<file path="src/hw/rtl/ihp_pkg.sv">
`default_nettype none

package ihp_pkg;

  localparam int unsigned CharW  = 8;
  localparam int unsigned NumW   = 31;
  localparam int unsigned CapW   = 7;

  localparam logic [CapW-1:0]  CapReset  = 7'd32;
  localparam logic [NumW-1:0]  NumMax    = 31'h7FFF_FFFF;

  localparam logic [CharW-1:0] CharZero  = 8'h30;
  localparam logic [CharW-1:0] CharNine  = 8'h39;
  localparam logic [CharW-1:0] CharBlank = 8'h20;
  localparam logic [CharW-1:0] CharLf    = 8'h0A;
  localparam logic [CharW-1:0] CharCr    = 8'h0D;

  // One-hot parse phases.
  typedef enum logic [3:0] {
    PhType  = 4'b0001,
    PhDepth = 4'b0010,
    PhCount = 4'b0100,
    PhDone  = 4'b1000
  } ihp_phase_e;

  // One input character with its end-of-text marker.
  typedef struct packed {
    logic [CharW-1:0] ch;
    logic             last;
  } ihp_item_t;

  // One result item.
  typedef struct packed {
    logic             type_char_valid;
    logic [CharW-1:0] type_char;
    logic             verdict_valid;
    logic             header_ok;
    logic [NumW-1:0]  depth_value;
    logic [NumW-1:0]  count_value;
  } ihp_result_t;

  // acc * 10 + digit, saturated at the largest 31-bit value.
  function automatic logic [NumW-1:0] acc_dec(logic [NumW-1:0] acc, logic [3:0] dig);
    logic [NumW+3:0] wide;
    wide = ({4'b0000, acc} << 3) + ({4'b0000, acc} << 1) + {{NumW{1'b0}}, dig};
    return (wide > {4'b0000, NumMax}) ? NumMax : wide[NumW-1:0];
  endfunction

endpackage

`default_nettype wire

</file>
<file path="src/hw/rtl/ihp_in_reg.sv">
`default_nettype none

module ihp_in_reg
  import ihp_pkg::*;
(
  input  wire logic      clk_i,
  input  wire logic      rst_ni,
  input  wire logic      in_valid_i,
  output logic           in_ready_o,
  input  wire ihp_item_t in_item_i,
  output logic           item_valid_o,
  input  wire logic      item_take_i,
  output ihp_item_t      item_o
);

  logic      valid_q, valid_d;
  ihp_item_t item_q;

  // The register may refill in the same cycle that the parser takes it.
  assign in_ready_o = !valid_q || item_take_i;
  assign valid_d    = (in_valid_i && in_ready_o) || (valid_q && !item_take_i);

  always_ff @(posedge clk_i or negedge rst_ni) begin
    if (!rst_ni) begin
      valid_q <= 1'b0;
    end else begin
      valid_q <= valid_d;
    end
  end

  always_ff @(posedge clk_i) begin
    if (in_valid_i && in_ready_o) begin
      item_q <= in_item_i;
    end
  end

  assign item_valid_o = valid_q;
  assign item_o       = item_q;

endmodule

`default_nettype wire

</file>
<file path="src/hw/rtl/ihp_parse.sv">
`default_nettype none

module ihp_parse
  import ihp_pkg::*;
(
  input  wire logic            clk_i,
  input  wire logic            rst_ni,
  input  wire logic            cfg_we_i,
  input  wire logic [CapW-1:0] cfg_data_i,
  input  wire logic            item_valid_i,
  output logic                 item_take_o,
  input  wire ihp_item_t       item_i,
  output logic                 res_valid_o,
  input  wire logic            res_ready_i,
  output ihp_result_t          res_o
);

  ihp_phase_e      phase_q, phase_d;
  logic [CapW-1:0] cap_q;
  logic [CapW-1:0] kept_q, kept_d;
  logic [NumW-1:0] depth_q, depth_d;
  logic [NumW-1:0] count_q, count_d;
  logic            seen_q, seen_d;
  logic            out_valid_q;
  ihp_result_t     res_q, res_d;

  logic is_digit;
  logic tcv, vv, ok;

  assign item_take_o = item_valid_i && (!out_valid_q || res_ready_i);
  assign is_digit    = (item_i.ch >= CharZero) && (item_i.ch <= CharNine);

  always_comb begin
    phase_d = phase_q;
    kept_d  = kept_q;
    depth_d = depth_q;
    count_d = count_q;
    seen_d  = seen_q;
    tcv     = 1'b0;
    vv      = 1'b0;
    ok      = 1'b0;
    if (item_i.last) begin
      vv      = (phase_q != PhDone);
      ok      = (phase_q == PhCount) && seen_q;
      phase_d = PhType;
      kept_d  = '0;
      depth_d = '0;
      count_d = '0;
      seen_d  = 1'b0;
    end else begin
      unique case (phase_q)
        PhType: begin
          if (item_i.ch == CharBlank) begin
            if (kept_q == '0) begin
              vv      = 1'b1;
              phase_d = PhDone;
            end else begin
              phase_d = PhDepth;
              seen_d  = 1'b0;
            end
          end else if (item_i.ch == CharLf) begin
            vv      = 1'b1;
            phase_d = PhDone;
          end else if (({1'b0, kept_q} + 8'd1) < {1'b0, cap_q}) begin
            tcv    = 1'b1;
            kept_d = kept_q + 7'd1;
          end
        end
        PhDepth: begin
          if (is_digit) begin
            depth_d = acc_dec(depth_q, item_i.ch[3:0]);
            seen_d  = 1'b1;
          end else if ((item_i.ch == CharBlank) && seen_q) begin
            phase_d = PhCount;
            seen_d  = 1'b0;
          end else begin
            vv      = 1'b1;
            phase_d = PhDone;
          end
        end
        PhCount: begin
          if (is_digit) begin
            count_d = acc_dec(count_q, item_i.ch[3:0]);
            seen_d  = 1'b1;
          end else begin
            vv      = 1'b1;
            ok      = ((item_i.ch == CharLf) || (item_i.ch == CharCr)) && seen_q;
            phase_d = PhDone;
          end
        end
        PhDone: begin
        end
        default: begin
          phase_d = PhDone;
        end
      endcase
    end

    res_d.type_char_valid = tcv;
    res_d.type_char       = tcv ? item_i.ch : '0;
    res_d.verdict_valid   = vv;
    res_d.header_ok       = ok;
    res_d.depth_value     = ok ? depth_q : '0;
    res_d.count_value     = ok ? count_q : '0;
  end

  always_ff @(posedge clk_i or negedge rst_ni) begin
    if (!rst_ni) begin
      phase_q     <= PhType;
      kept_q      <= '0;
      depth_q     <= '0;
      count_q     <= '0;
      seen_q      <= 1'b0;
      cap_q       <= CapReset;
      out_valid_q <= 1'b0;
    end else begin
      if (cfg_we_i) begin
        cap_q <= cfg_data_i;
      end
      if (item_take_o) begin
        phase_q <= phase_d;
        kept_q  <= kept_d;
        depth_q <= depth_d;
        count_q <= count_d;
        seen_q  <= seen_d;
      end
      if (item_take_o) begin
        out_valid_q <= 1'b1;
      end else if (res_ready_i) begin
        out_valid_q <= 1'b0;
      end
    end
  end

  always_ff @(posedge clk_i) begin
    if (item_take_o) begin
      res_q <= res_d;
    end
  end

  assign res_valid_o = out_valid_q;
  assign res_o       = res_q;

  // An end marker always leaves the parser in its cleared state.
  a_end_clears: assert property (@(posedge clk_i) disable iff (!rst_ni)
    item_take_o && item_i.last |=> phase_q == PhType && kept_q == '0 &&
      depth_q == '0 && count_q == '0 && !seen_q)
    else $error("end marker did not clear the parser");

  // A type character and a verdict never share one result.
  a_excl: assert property (@(posedge clk_i) disable iff (!rst_ni)
    out_valid_q |-> !(res_q.type_char_valid && res_q.verdict_valid))
    else $error("type character and verdict in one result");

  // Numbers appear only with a good verdict.
  a_ok_vals: assert property (@(posedge clk_i) disable iff (!rst_ni)
    out_valid_q && !res_q.header_ok |-> res_q.depth_value == '0 &&
      res_q.count_value == '0)
    else $error("numbers shown without a good verdict");

  a_ok_verdict: assert property (@(posedge clk_i) disable iff (!rst_ni)
    out_valid_q && res_q.header_ok |-> res_q.verdict_valid)
    else $error("header_ok without verdict_valid");

endmodule

`default_nettype wire

</file>
<file path="src/hw/rtl/inspect_header_parser_top.sv">
// Header parser for lines of the form "type depth count".
//
// Input stream: one character per request on s_axis_tdata, with s_axis_tlast
// marking the terminating end of the text (its character is ignored).
// Output stream: exactly one result request for every input request, in
// order. m_axis_tuser says what the result carries: a kept type character,
// a verdict, or neither (an ignored character).
// Configuration: cfg_data_i is the type buffer capacity, written when
// cfg_valid_i is high; cfg_ready_o is always high. Write it only while no
// character is in flight.
//
// From acceptance to m_axis_tvalid the character sits in the input register
// while the parse logic works on it, and then its result is loaded into the
// result register. Throughput is one character per cycle while the receiver
// does not stall; the parse state and the decimal multiply-by-ten accumulate
// are combinational. Reset clears the parse state, empties both registers and
// sets the capacity to 32. When the receiver stalls, the result is held and
// the input register takes one more character, after which s_axis_tready
// falls until the stall clears; nothing is lost or repeated.
`default_nettype none

module inspect_header_parser_top
  import ihp_pkg::*;
(
  input  wire logic        clk_i,
  input  wire logic        rst_ni,
  input  wire logic        s_axis_tvalid,
  output logic             s_axis_tready,
  input  wire logic [7:0]  s_axis_tdata,   // [7:0] char_in
  input  wire logic        s_axis_tlast,   // end_of_text
  output logic             m_axis_tvalid,
  input  wire logic        m_axis_tready,
  output logic [71:0]      m_axis_tdata,   // [7:0] type_char, [8] header_ok,
                                           // [39:9] depth_value,
                                           // [70:40] count_value, [71] zero
  output logic [1:0]       m_axis_tuser,   // [0] type_char_valid,
                                           // [1] verdict_valid
  input  wire logic        cfg_valid_i,
  output logic             cfg_ready_o,
  input  wire logic [6:0]  cfg_data_i
);

  ihp_item_t   in_item;
  ihp_item_t   item;
  logic        item_valid;
  logic        item_take;
  ihp_result_t res;

  assign in_item.ch   = s_axis_tdata;
  assign in_item.last = s_axis_tlast;

  // The capacity register has no back-pressure.
  assign cfg_ready_o = 1'b1;

  ihp_in_reg u_in_reg (
    .clk_i        (clk_i),
    .rst_ni       (rst_ni),
    .in_valid_i   (s_axis_tvalid),
    .in_ready_o   (s_axis_tready),
    .in_item_i    (in_item),
    .item_valid_o (item_valid),
    .item_take_i  (item_take),
    .item_o       (item)
  );

  ihp_parse u_parse (
    .clk_i        (clk_i),
    .rst_ni       (rst_ni),
    .cfg_we_i     (cfg_valid_i),
    .cfg_data_i   (cfg_data_i),
    .item_valid_i (item_valid),
    .item_take_o  (item_take),
    .item_i       (item),
    .res_valid_o  (m_axis_tvalid),
    .res_ready_i  (m_axis_tready),
    .res_o        (res)
  );

  assign m_axis_tdata = {1'b0, res.count_value, res.depth_value, res.header_ok,
                         res.type_char};
  assign m_axis_tuser = {res.verdict_valid, res.type_char_valid};

endmodule

`default_nettype wire
</file>
<file path="config.mk">
export PLATFORM = sky130hd
export DESIGN_NAME = inspect_header_parser_top
export DESIGN_NICKNAME = d
export VERILOG_FILES = /design/src/hw/rtl/ihp_pkg.sv /design/src/hw/rtl/ihp_in_reg.sv /design/src/hw/rtl/ihp_parse.sv /design/src/hw/rtl/inspect_header_parser_top.sv
export SDC_FILE = /design/constraint.sdc
export NUM_CORES = 1
export LEC_CHECK = 0
export BUFFER_PORTS_ARGS = -buffer_cell sky130_fd_sc_hd__buf_2
export CAP_MARGIN = 10
export CORE_MARGIN = 8
export CORE_UTILIZATION = 31
export DETAILED_ROUTE_END_ITERATION = 16
export PLACE_DENSITY = 0.59
export SYNTH_ARGS = -nofsm -noshare
export SYNTH_HDL_FRONTEND = slang
export SYNTH_SLANG_ARGS = --single-unit
</file>
<file path="constraint.sdc">
create_clock -name clk_i -period 5.43 [get_ports clk_i]
set_clock_uncertainty 0.2 [all_clocks]
set_input_delay 0.543 -clock clk_i [delete_from_list [all_inputs] [get_ports clk_i]]
set_output_delay 0.543 -clock clk_i [all_outputs]
set_load 0.02 [all_outputs]
</file>
-- Word level (Yosys, flattened, before mapping)
Index checks and enable logic that the tools add are counted.
- flip-flop bits (word level): 165
- bits of input ports: 21
- logic and storage cells: 118
- $add $sub $neg: 6
- order comparisons: 5
- equality and inequality tests: 18
- multiplexer cells: 46
- reductions and logical operators: 27
- operators by type and width (operator ; number):
    $mux W31 ; 8
    $add A34 B32 Y35 ; 2
    $add A35 B4 Y35 ; 2
    $gt A35 B31 Y1 const B ; 2
    $mux W7 ; 5
    $mux W4 ; 7
    $mux W1 ; 23
    $eq A8 B4 Y1 const B ; 2
    $pmux W4 S4 ; 1
    $reduce_bool A2 Y1 ; 6
    $reduce_and A5 Y1 ; 2
    $ne A3 B3 Y1 const B ; 3
    $add A7 B1 Y8 const B ; 1
    $eq A8 B6 Y1 const B ; 1
    $ge A8 B6 Y1 const B ; 1
    $le A8 B6 Y1 const B ; 1
    $lt A8 B7 Y1 ; 1
    $ne A4 B2 Y1 const B ; 2
    $add A7 B1 Y7 const B ; 1
    $logic_and A1 B1 Y1 ; 7
    $logic_not A7 Y1 ; 1
    $ne A2 B2 Y1 const B ; 3
    $ne A3 B2 Y1 const B ; 2
    $pmux W1 S3 ; 2
    other kinds (10) ; 16

-- Logic depth before layout (Yosys ltp)
Gate-level depths: netlist of the first run.
- word-level depth: 7
- depth in mapped cells: 14
- gate-level depth less buffers: 13

-- Modules after synthesis
Synthesis of the first run repeated with hierarchy kept, for this count alone.
- cell total of the unflattened synthesis: 1130
- area, all modules: 11155.7 sq um
- modules (own cells, without submodules) (module ; times used ; cells an instance ; area an instance (sq um) ; sequential area each (sq um)):
    ihp_parse ; 1 ; 1113 ; 10809.1 ; 4246.6
    ihp_in_reg ; 1 ; 13 ; 324.1 ; 295.3
    inspect_header_parser_top ; 1 ; 4 ; 22.5 ; 0.0

-- Worst setup path before layout of the first run
Ideal clock, no wire load.
- kind: reg2reg
- from: register u_in_reg.item_q, in the netlist u_in_reg.item_o[4]
- to: register u_parse.depth_q[28]
- library setup time: 0.136 ns
- data arrival time: 3.323 ns
- required time: 5.094 ns
- setup slack: 1.771 ns
- cell stages (with the launch flop): 13
- buffers on the path: 0
- path through: edfxtp_1 -> inv_1 -> fa_1 -> fa_1 -> nand2b_1 -> a21oi_2 -> o2111ai_1 -> o311a_1 -> o41a_1 -> a311oi_1 -> xor2_1 -> a22oi_1 -> o21ai_1
- longest elaborated chain between the ends: 6
- elaborated cells between the ends (all ways): 11
- RTL lines (what ; line ; text):
    start: declaration ; ihp_in_reg.sv:17 ; ihp_item_t item_q;
    start signal: assignment ; ihp_in_reg.sv:33 ; item_q <= in_item_i;
    $add A35 B4 Y35 ; ihp_pkg.sv:45 ; wide = ({4'b0000, acc} << 3) + ({4'b0000, acc} << 1) + {{NumW{1'b0}}, dig};
    $gt A35 B31 Y1 ; ihp_pkg.sv:46 ; return (wide > {4'b0000, NumMax}) ? NumMax : wide[NumW-1:0];
    $mux W31 ; ihp_pkg.sv:46 ;
    $mux W31 ; ihp_parse.sv:70 ; if (is_digit) begin
    $mux W31 ; ihp_parse.sv:51 ; unique case (phase_q)
    $mux W31 ; ihp_parse.sv:42 ; if (item_i.last) begin
    end signal: assignment ; ihp_parse.sv:123 ; depth_q <= depth_d;
    end: declaration ; ihp_parse.sv:21 ; logic [NumW-1:0] depth_q, depth_d;
Several ways; a longest one is shown, not always the timed one. The select of a mux whose other input is x is not followed.
A chain may end at the register's enable or synchronous reset.

-- Worst setup path in the final report of the first run
- from: register u_in_reg.item_q, in the netlist u_in_reg.item_o[4]
- to: register u_parse.count_q[12]
- longest elaborated chain between the ends: 6
- elaborated cells between the ends (all ways): 11
- RTL lines (what ; line ; text):
    $add A35 B4 Y35 ; ihp_pkg.sv:45 ;
    $gt A35 B31 Y1 ; ihp_pkg.sv:46 ;
    $mux W31 ; ihp_pkg.sv:46 ;
    $mux W31 ; ihp_parse.sv:82 ; if (is_digit) begin
    $mux W31 ; ihp_parse.sv:51 ;
    $mux W31 ; ihp_parse.sv:42 ;
    end signal: assignment ; ihp_parse.sv:124 ; count_q <= count_d;
    end: declaration ; ihp_parse.sv:22 ; logic [NumW-1:0] count_q, count_d;
Several ways; a longest one is shown, not always the timed one. The select of a mux whose other input is x is not followed.

==> results.py, run 1 <==
metrics = {
    "outcome": {
        "status": "completed",
    },
    "synth": {
        "seq_area_frac_synth_pct": 41.20,
        "syn_area_um2": 11020,
        "netlist.top_cell.by_area": "edfxtp_1",
        "synthMuxAreaShare_pct": 0.8854,
        "synthCells": 1066,
        "synthFlopType": "edfxtp_1",
        "synth-xor-area-share_pct": 4.211,
        "synthSimpleGateAreaFrac_pct": 13.48,
        "synth_fa_ha_area_share_pct": 15.48,
        "synth_top_area_share_pct": 22.34,
        "syn_nets": 1221,
        "async_reset_ff_share_pct": 50.30,
        "synth-compound-area-share_pct": 20.95,
        "synth.area.top_cells": "edfxtp_1 22%, dfrtp_1 18%, ha_1 15%",
        "synth_warnings": 0,
        "yosys.cell_types.count": 82,
        "avgSynthCellArea_um2": 10.34,
        "synth_top_family_by_area": "compound AO/OA/AOI/OAI gates",
        "ys_ff_latch": 165,
        "synth_edf_count": 82,
    },
    "clock_network": {
        "cts_tree": "built",
        "cts_sinks": 165,
        "cts_buffer_depth": 2,
        "worst_skew_pair.late_latency_ps": 440,
        "clk_pin_slew_worst_paths_ps": 70,
        "htree_levels": 4,
        "cts_buffers": 17,
        "cts-root-buf": "clkbuf_16",
    },
    "timing": {
        "finalHoldViolations": 0,
        "maxSlewViolCount": 0,
        "fin_tns_setup_ps": 0,
        "setup_viol": 0,
        "rsz0062_at_grt": "no",
        "timing.fmax_ghz": 0.2363,
        "slew_headroom_pct": 36.60,
        "worst_pin_slew_ps": 951.0,
        "fin_crit_ps": 4232,
        "period_share_pct": 77.94,
        "holdWs_ps": 83.67,
    },
    "placed_design": {
        "placed_cell_area_um2": 11920,
        "numPortBuffers": 95,
        "gp_congestion": 0.8667,
        "hpwlAfterDp_mm": 19.34,
    },
    "power": {
        "power.total_mw": 2.878,
        "pwr_density_cell_nw_per_um2": 229.8,
        "power.leakage_nw": 5.936,
        "vdd.ir_drop.worst_uv": 189.9,
    },
    "layout": {
        "n_antenna_cell": 0,
        "fin_util_pct": 35.47,
        "fin_area_um2": 12520,
        "syn_to_final_growth_pct": 13.61,
        "nNetsFinal": 1296,
        "drive_gt1_share_pct": 16.20,
    },
    "setup_path": {
        "cp.required_ps": 5540,
        "arrival_ps": 4350,
        "start_kind": "flip-flop",
        "r2r_slack_ps": 1200,
        "worst-path-max-fanout": 31,
        "cp-end-kind": "flip-flop",
        "worstSetupPathType": "flip-flop to flip-flop",
    },
    "flow_run": {
        "maxCapViolations": 0,
    },
    "routing": {
        "post_drt_wl_per_cell_um": 16.44,
        "drt-vias-per-instance": 5.186,
        "routed_wl_mm": 26.55,
        "dr.first_iter.drc_count": 458,
        "via_count": 8376,
        "ant_nets": 0,
        "drt_pass1_iterations": 4,
        "drc_errors": 0,
    },
    "floorplan": {
        "die-area_um2": 41850,
        "core_um2": 35310,
        "io_pins": 98,
        "die_h_um": 204.6,
        "die_w_um": 204.6,
        "row_count": 69,
        "start_util_pct": 31.22,
    },
    "worst_hold_path": {
        "worst_hold_path_type": "primary input to flip-flop",
    },
    "global_routing": {
        "antenna_found_initial": 0,
        "grt_overflow_total": 0,
        "grt_pass1_wl_mm": 44.10,
        "grt_max_degree": 59,
        "grt_pass1_vias": 8498,
        "track_usage_pct": 12.86,
    },
}
[through the flow]
step | worst slack, ps | instances
global placement | 1329 | 1581
global route | 941.1 | 1615
detailed placement | 1171 | 1581
finish | 1198 | 1615
CTS | 1164 | 1614
floorplan | 1771 | 1066
[layout by cell type, fill, tap and decap left out, types with 6 or more instances in the layout]
cell type / instances
o211ai_1: 6
and3_1: 12
nand3_1: 21
buf_4: 10
o21a_1: 12
mux2_2: 6
a21o_1: 19
dfrtp_1: 81
nor2_1: 58
nand4_1: 10
xor2_1: 18
inv_1: 42
buf_2: 94
ha_1: 130
o21bai_1: 8
nand2b_1: 10
a221o_1: 33
o21ai_2: 21
nor3_1: 21
a22oi_1: 23
clkbuf_16: 17
o21ai_1: 17
o21ai_0: 40
xnor2_1: 35
a31oi_1: 11
edfxtp_1: 82
and2_1: 61
a21oi_1: 69
inv_8: 6
nand2_1: 71
[area by class of cell]
cell class / instances / area [um^2]
sequential: 165 / 4542
timing repair buffer: 106 / 575.6
clock inverter: 15 / 152.6
fill: 3526 / 22790
multi-input combinational: 808 / 6088
tap: 461 / 576.8
clock buffer: 17 / 425.4
inverter: 43 / 162.7
[worst max-delay path, stage by stage (launching register included)]
cell and delay [ps]:
edfxtp_1 410, inv_1 210, fa_1 480, fa_1 470, nand2b_1 180, a21oi_1 250
o211ai_1 180, nand2_1 120, o221ai_2 140, o31ai_2 330, mux2i_1 320, a31oi_4 380
a221o_1 420
[Yosys cell counts (all sizes together) (4+ instances only)]
library cell	n
ha	130
edfxtp	82
dfrtp	81
o21ai	78
a21oi	71
nand2	71
and2	61
nor2	59
inv	43
clkbuf	40
xnor2	35
a221o	33
a22oi	23
nor3	22
nand3	21
a21o	19
xor2	18
a31oi	13
and3	12
o21a	12
buf	10
nand2b	10
nand4	10
o211ai	9
o21bai	8
mux2	6
a211oi	5
a221oi	5
or3	5
a211o	4
fa	4
nor2b	4
nor4	4
[cells by family after synthesis]
| kind of cell | count (synthesis) |
|---|---|
| AO/OA/AOI/OAI | 317 |
| AND/OR/NAND/NOR | 293 |
| flip-flops | 165 |
| adder cells (fa/ha/maj) | 134 |
| buffers and inverters | 93 |
| XOR/XNOR | 53 |
| multiplexers | 9 |
| other | 2 |
[layer usage]
layer	track usage (%)	share of wire, %	vias to the layer above
met3	2.198	3.3	24
met4	3.857	1.8	0
met5	0	0	-
met1	16.80	47	4050
met2	21.48	48	161
li1	-	-	4141
[sequential cells by signal, indices dropped and copies added, names as in the netlist, 4 cells and up]
register,cells
u_parse.depth_q,31
u_parse.phase_q,4
u_parse.count_q,31
u_in_reg.item_o,9
u_parse.cap_q,7
u_parse.res_o,73
u_parse.kept_q,7
[final timing paths]
kind                            cells after the start                  end             startpoint
max in group asynchronous                           3  u_parse.depth_q[11]                 rst_ni
worst max-delay path                               12  u_parse.count_q[12]     u_in_reg.item_o[4]
worst min register to register                      1  u_parse.res_valid_o  u_in_reg.item_valid_o
worst max register to register                     12  u_parse.count_q[12]     u_in_reg.item_o[4]
worst min-delay path                                1   u_in_reg.item_o[0]           s_axis_tlast
min in group asynchronous                           2  u_parse.depth_q[17]                 rst_ni
[power by group]
part / internal, mW / switching, mW
clock network: 0.617 / 0.607
logic: 0.0735 / 0.175
registers: 1.38 / 0.0300
[what timing repair did]
action	CTS	global route
resized for setup	0	0
hold buffers	1	0
setup buffers	0	0
hold endpoints to repair	32	0
No activity file was read; power rests on OpenSTA's default activity.
==> run 2, diff against run 1 <==
Clock period 5.43 ns to 4.1 ns, I/O delays scaled along.
==> results.py, run 2 (synthesis results as in run 1) <==
metrics = {
    "outcome": {
        "status": "completed",
    },
    "clock_network": {
        "htree_levels": 4,
        "cts_sinks": 165,
        "cts_tree": "built",
        "cts-root-buf": "clkbuf_16",
        "cts_buffer_depth": 2,
        "worst_skew_pair.late_latency_ps": 440,
        "cts_buffers": 17,
        "clk_pin_slew_worst_paths_ps": 70,
    },
    "power": {
        "pwr_density_cell_nw_per_um2": 304.8,
        "power.leakage_nw": 6.071,
        "vdd.ir_drop.worst_uv": 274.4,
    },
    "setup_path": {
        "path_cells": "inv_2 -> fa_1 -> inv_1 -> ha_1 -> a211oi_1 -> o21ai_1 -> nand3_2 -> a21bo_1 -> a211o_2 -> a21oi_2 -> o21ai_1 -> a211oi_4 -> buf_4 -> buf_12 -> o211ai_2",
        "slowest_stage": "fa_1",
        "cp.required_ps": 4210,
        "cp-end-kind": "flip-flop",
        "worst-path-max-fanout": 17,
        "critPathBufInv": 4,
        "worstSetupPathType": "flip-flop to flip-flop",
        "arrival_ps": 3980,
        "cpMostUsedCell": "o21ai_1",
        "start_kind": "flip-flop",
        "r2r_slack_ps": 230,
        "cpPeakStageDelay_ps": 600,
        "path_delay_family": "compound AO/OA/AOI/OAI gates",
    },
    "routing": {
        "drt_pass1_iterations": 4,
        "via_count": 8445,
        "routed_wl_mm": 26.80,
        "drc_errors": 0,
        "post_drt_wl_per_cell_um": 16.34,
        "ant_nets": 0,
        "dr.first_iter.drc_count": 419,
        "drt-vias-per-instance": 5.149,
    },
    "floorplan": {
        "die_h_um": 204.6,
        "die-area_um2": 41850,
        "die_w_um": 204.6,
        "row_count": 69,
        "io_pins": 98,
        "start_util_pct": 31.22,
        "core_um2": 35310,
    },
    "global_routing": {
        "antenna_found_initial": 0,
        "grt_max_degree": 61,
        "grt_pass1_vias": 8567,
        "track_usage_pct": 12.82,
        "grt_overflow_total": 0,
        "grt_pass1_wl_mm": 43.79,
    },
    "layout": {
        "fin_util_pct": 36.45,
        "nFillCells": 3486,
        "n_antenna_cell": 0,
        "layout_common_cells": "130 x ha_1, 94 x buf_2, 82 x edfxtp_1",
        "drive_gt1_share_pct": 17.13,
        "largest_register_ffs": 73,
        "syn_to_final_growth_pct": 16.77,
        "layout.area.seq_um2": 4542,
        "nNetsFinal": 1321,
        "multiInputGateArea_um2": 6128,
        "final_common_cell": "ha_1",
    },
    "timing": {
        "rsz0062_at_grt": "no",
        "slew_headroom_pct": 44.80,
        "period_share_pct": 94.41,
        "finalHoldViolations": 0,
        "setup_viol": 0,
        "holdWs_ps": 70.97,
        "fin_crit_ps": 3871,
        "fin_tns_setup_ps": 0,
        "maxSlewViolCount": 0,
        "worst_pin_slew_ps": 828.1,
        "timing.fmax_ghz": 0.2583,
    },
    "placed_design": {
        "numPortBuffers": 95,
        "hpwlAfterDp_mm": 19.59,
        "gp_congestion": 0.8711,
    },
    "flow_run": {
        "maxCapViolations": 0,
    },
    "worst_hold_path": {
        "worst_hold_path_type": "primary input to flip-flop",
    },
}
run 2: cell types whose count changed in the layout (fill, tap and decap cells not counted), sizes merged:
cell / delta
dlygate4sd3: +17
buf: +7
inv: -5
bufinv: +3
clkbuf: +2
clkinvlp: +2
clkinv: -1
run 2: path summary, 6_finish.rpt:
check | startpoint | to | cells after the start
worst max-delay path | u_in_reg.item_o[4] | u_parse.depth_q[18] | 15
worst min register to register | u_in_reg.item_valid_o | u_parse.res_valid_o | 1
worst min-delay path | m_axis_tready | u_parse.res_valid_o | 3
max in group asynchronous | rst_ni | u_parse.count_q[18] | 3
worst max register to register | u_in_reg.item_o[4] | u_parse.depth_q[18] | 15
min in group asynchronous | rst_ni | u_parse.depth_q[19] | 2
run 2: through the flow:
step	worst slack [ps]	total power, mW	cells	instance area (um^2)
final	229.2	3.923	1640	12870
after global routing	17.60	4.073	1640	12870
after CTS	120.0	3.984	1637	12790
after detailed placement	160.6	2.241	1587	12000
after global placement	256.3	2.234	1587	12000
after floorplan	440.5	2.097	1066	11020
run 2: cell type report:
cell class                      count  area share [%]
Clock buffer                       18           3.412
Clock inverter                     14           1.351
Inverter                           43           1.264
Multi-Input combinational cell    808           47.61
Sequential cell                   165           35.29
Tap cell                          461           4.481
Timing Repair Buffer              131           6.591
run 2: metal layers:
| layer | part of all wire [%] | vias up | track usage (%) |
|---|---|---|---|
| li1 | - | 4195 | - |
| met1 | 47 | 4072 | 16.43 |
| met2 | 48 | 149 | 21.49 |
| met3 | 3.2 | 29 | 2.293 |
| met4 | 1.9 | 0 | 4.371 |
| met5 | 0 | - | 0 |
run 2: worst min-delay path: stages:
cell      delay, ps
buf_2            90
nand2b_1        110
nand2b_1         50
run 2: what timing repair did:
item,CTS,global route
setup endpoints to repair,0,62
setup buffers,0,2
endpoints found under the hold margin,72,0
hold buffers,18,0
gates resized for setup,0,10
run 2: power by group:
part	switching [mW]	internal (mW)	leakage (nW)
combinational	0.237	0.112	3.82
sequential	0.0391	1.82	1.96
clock	0.729	0.983	0.292
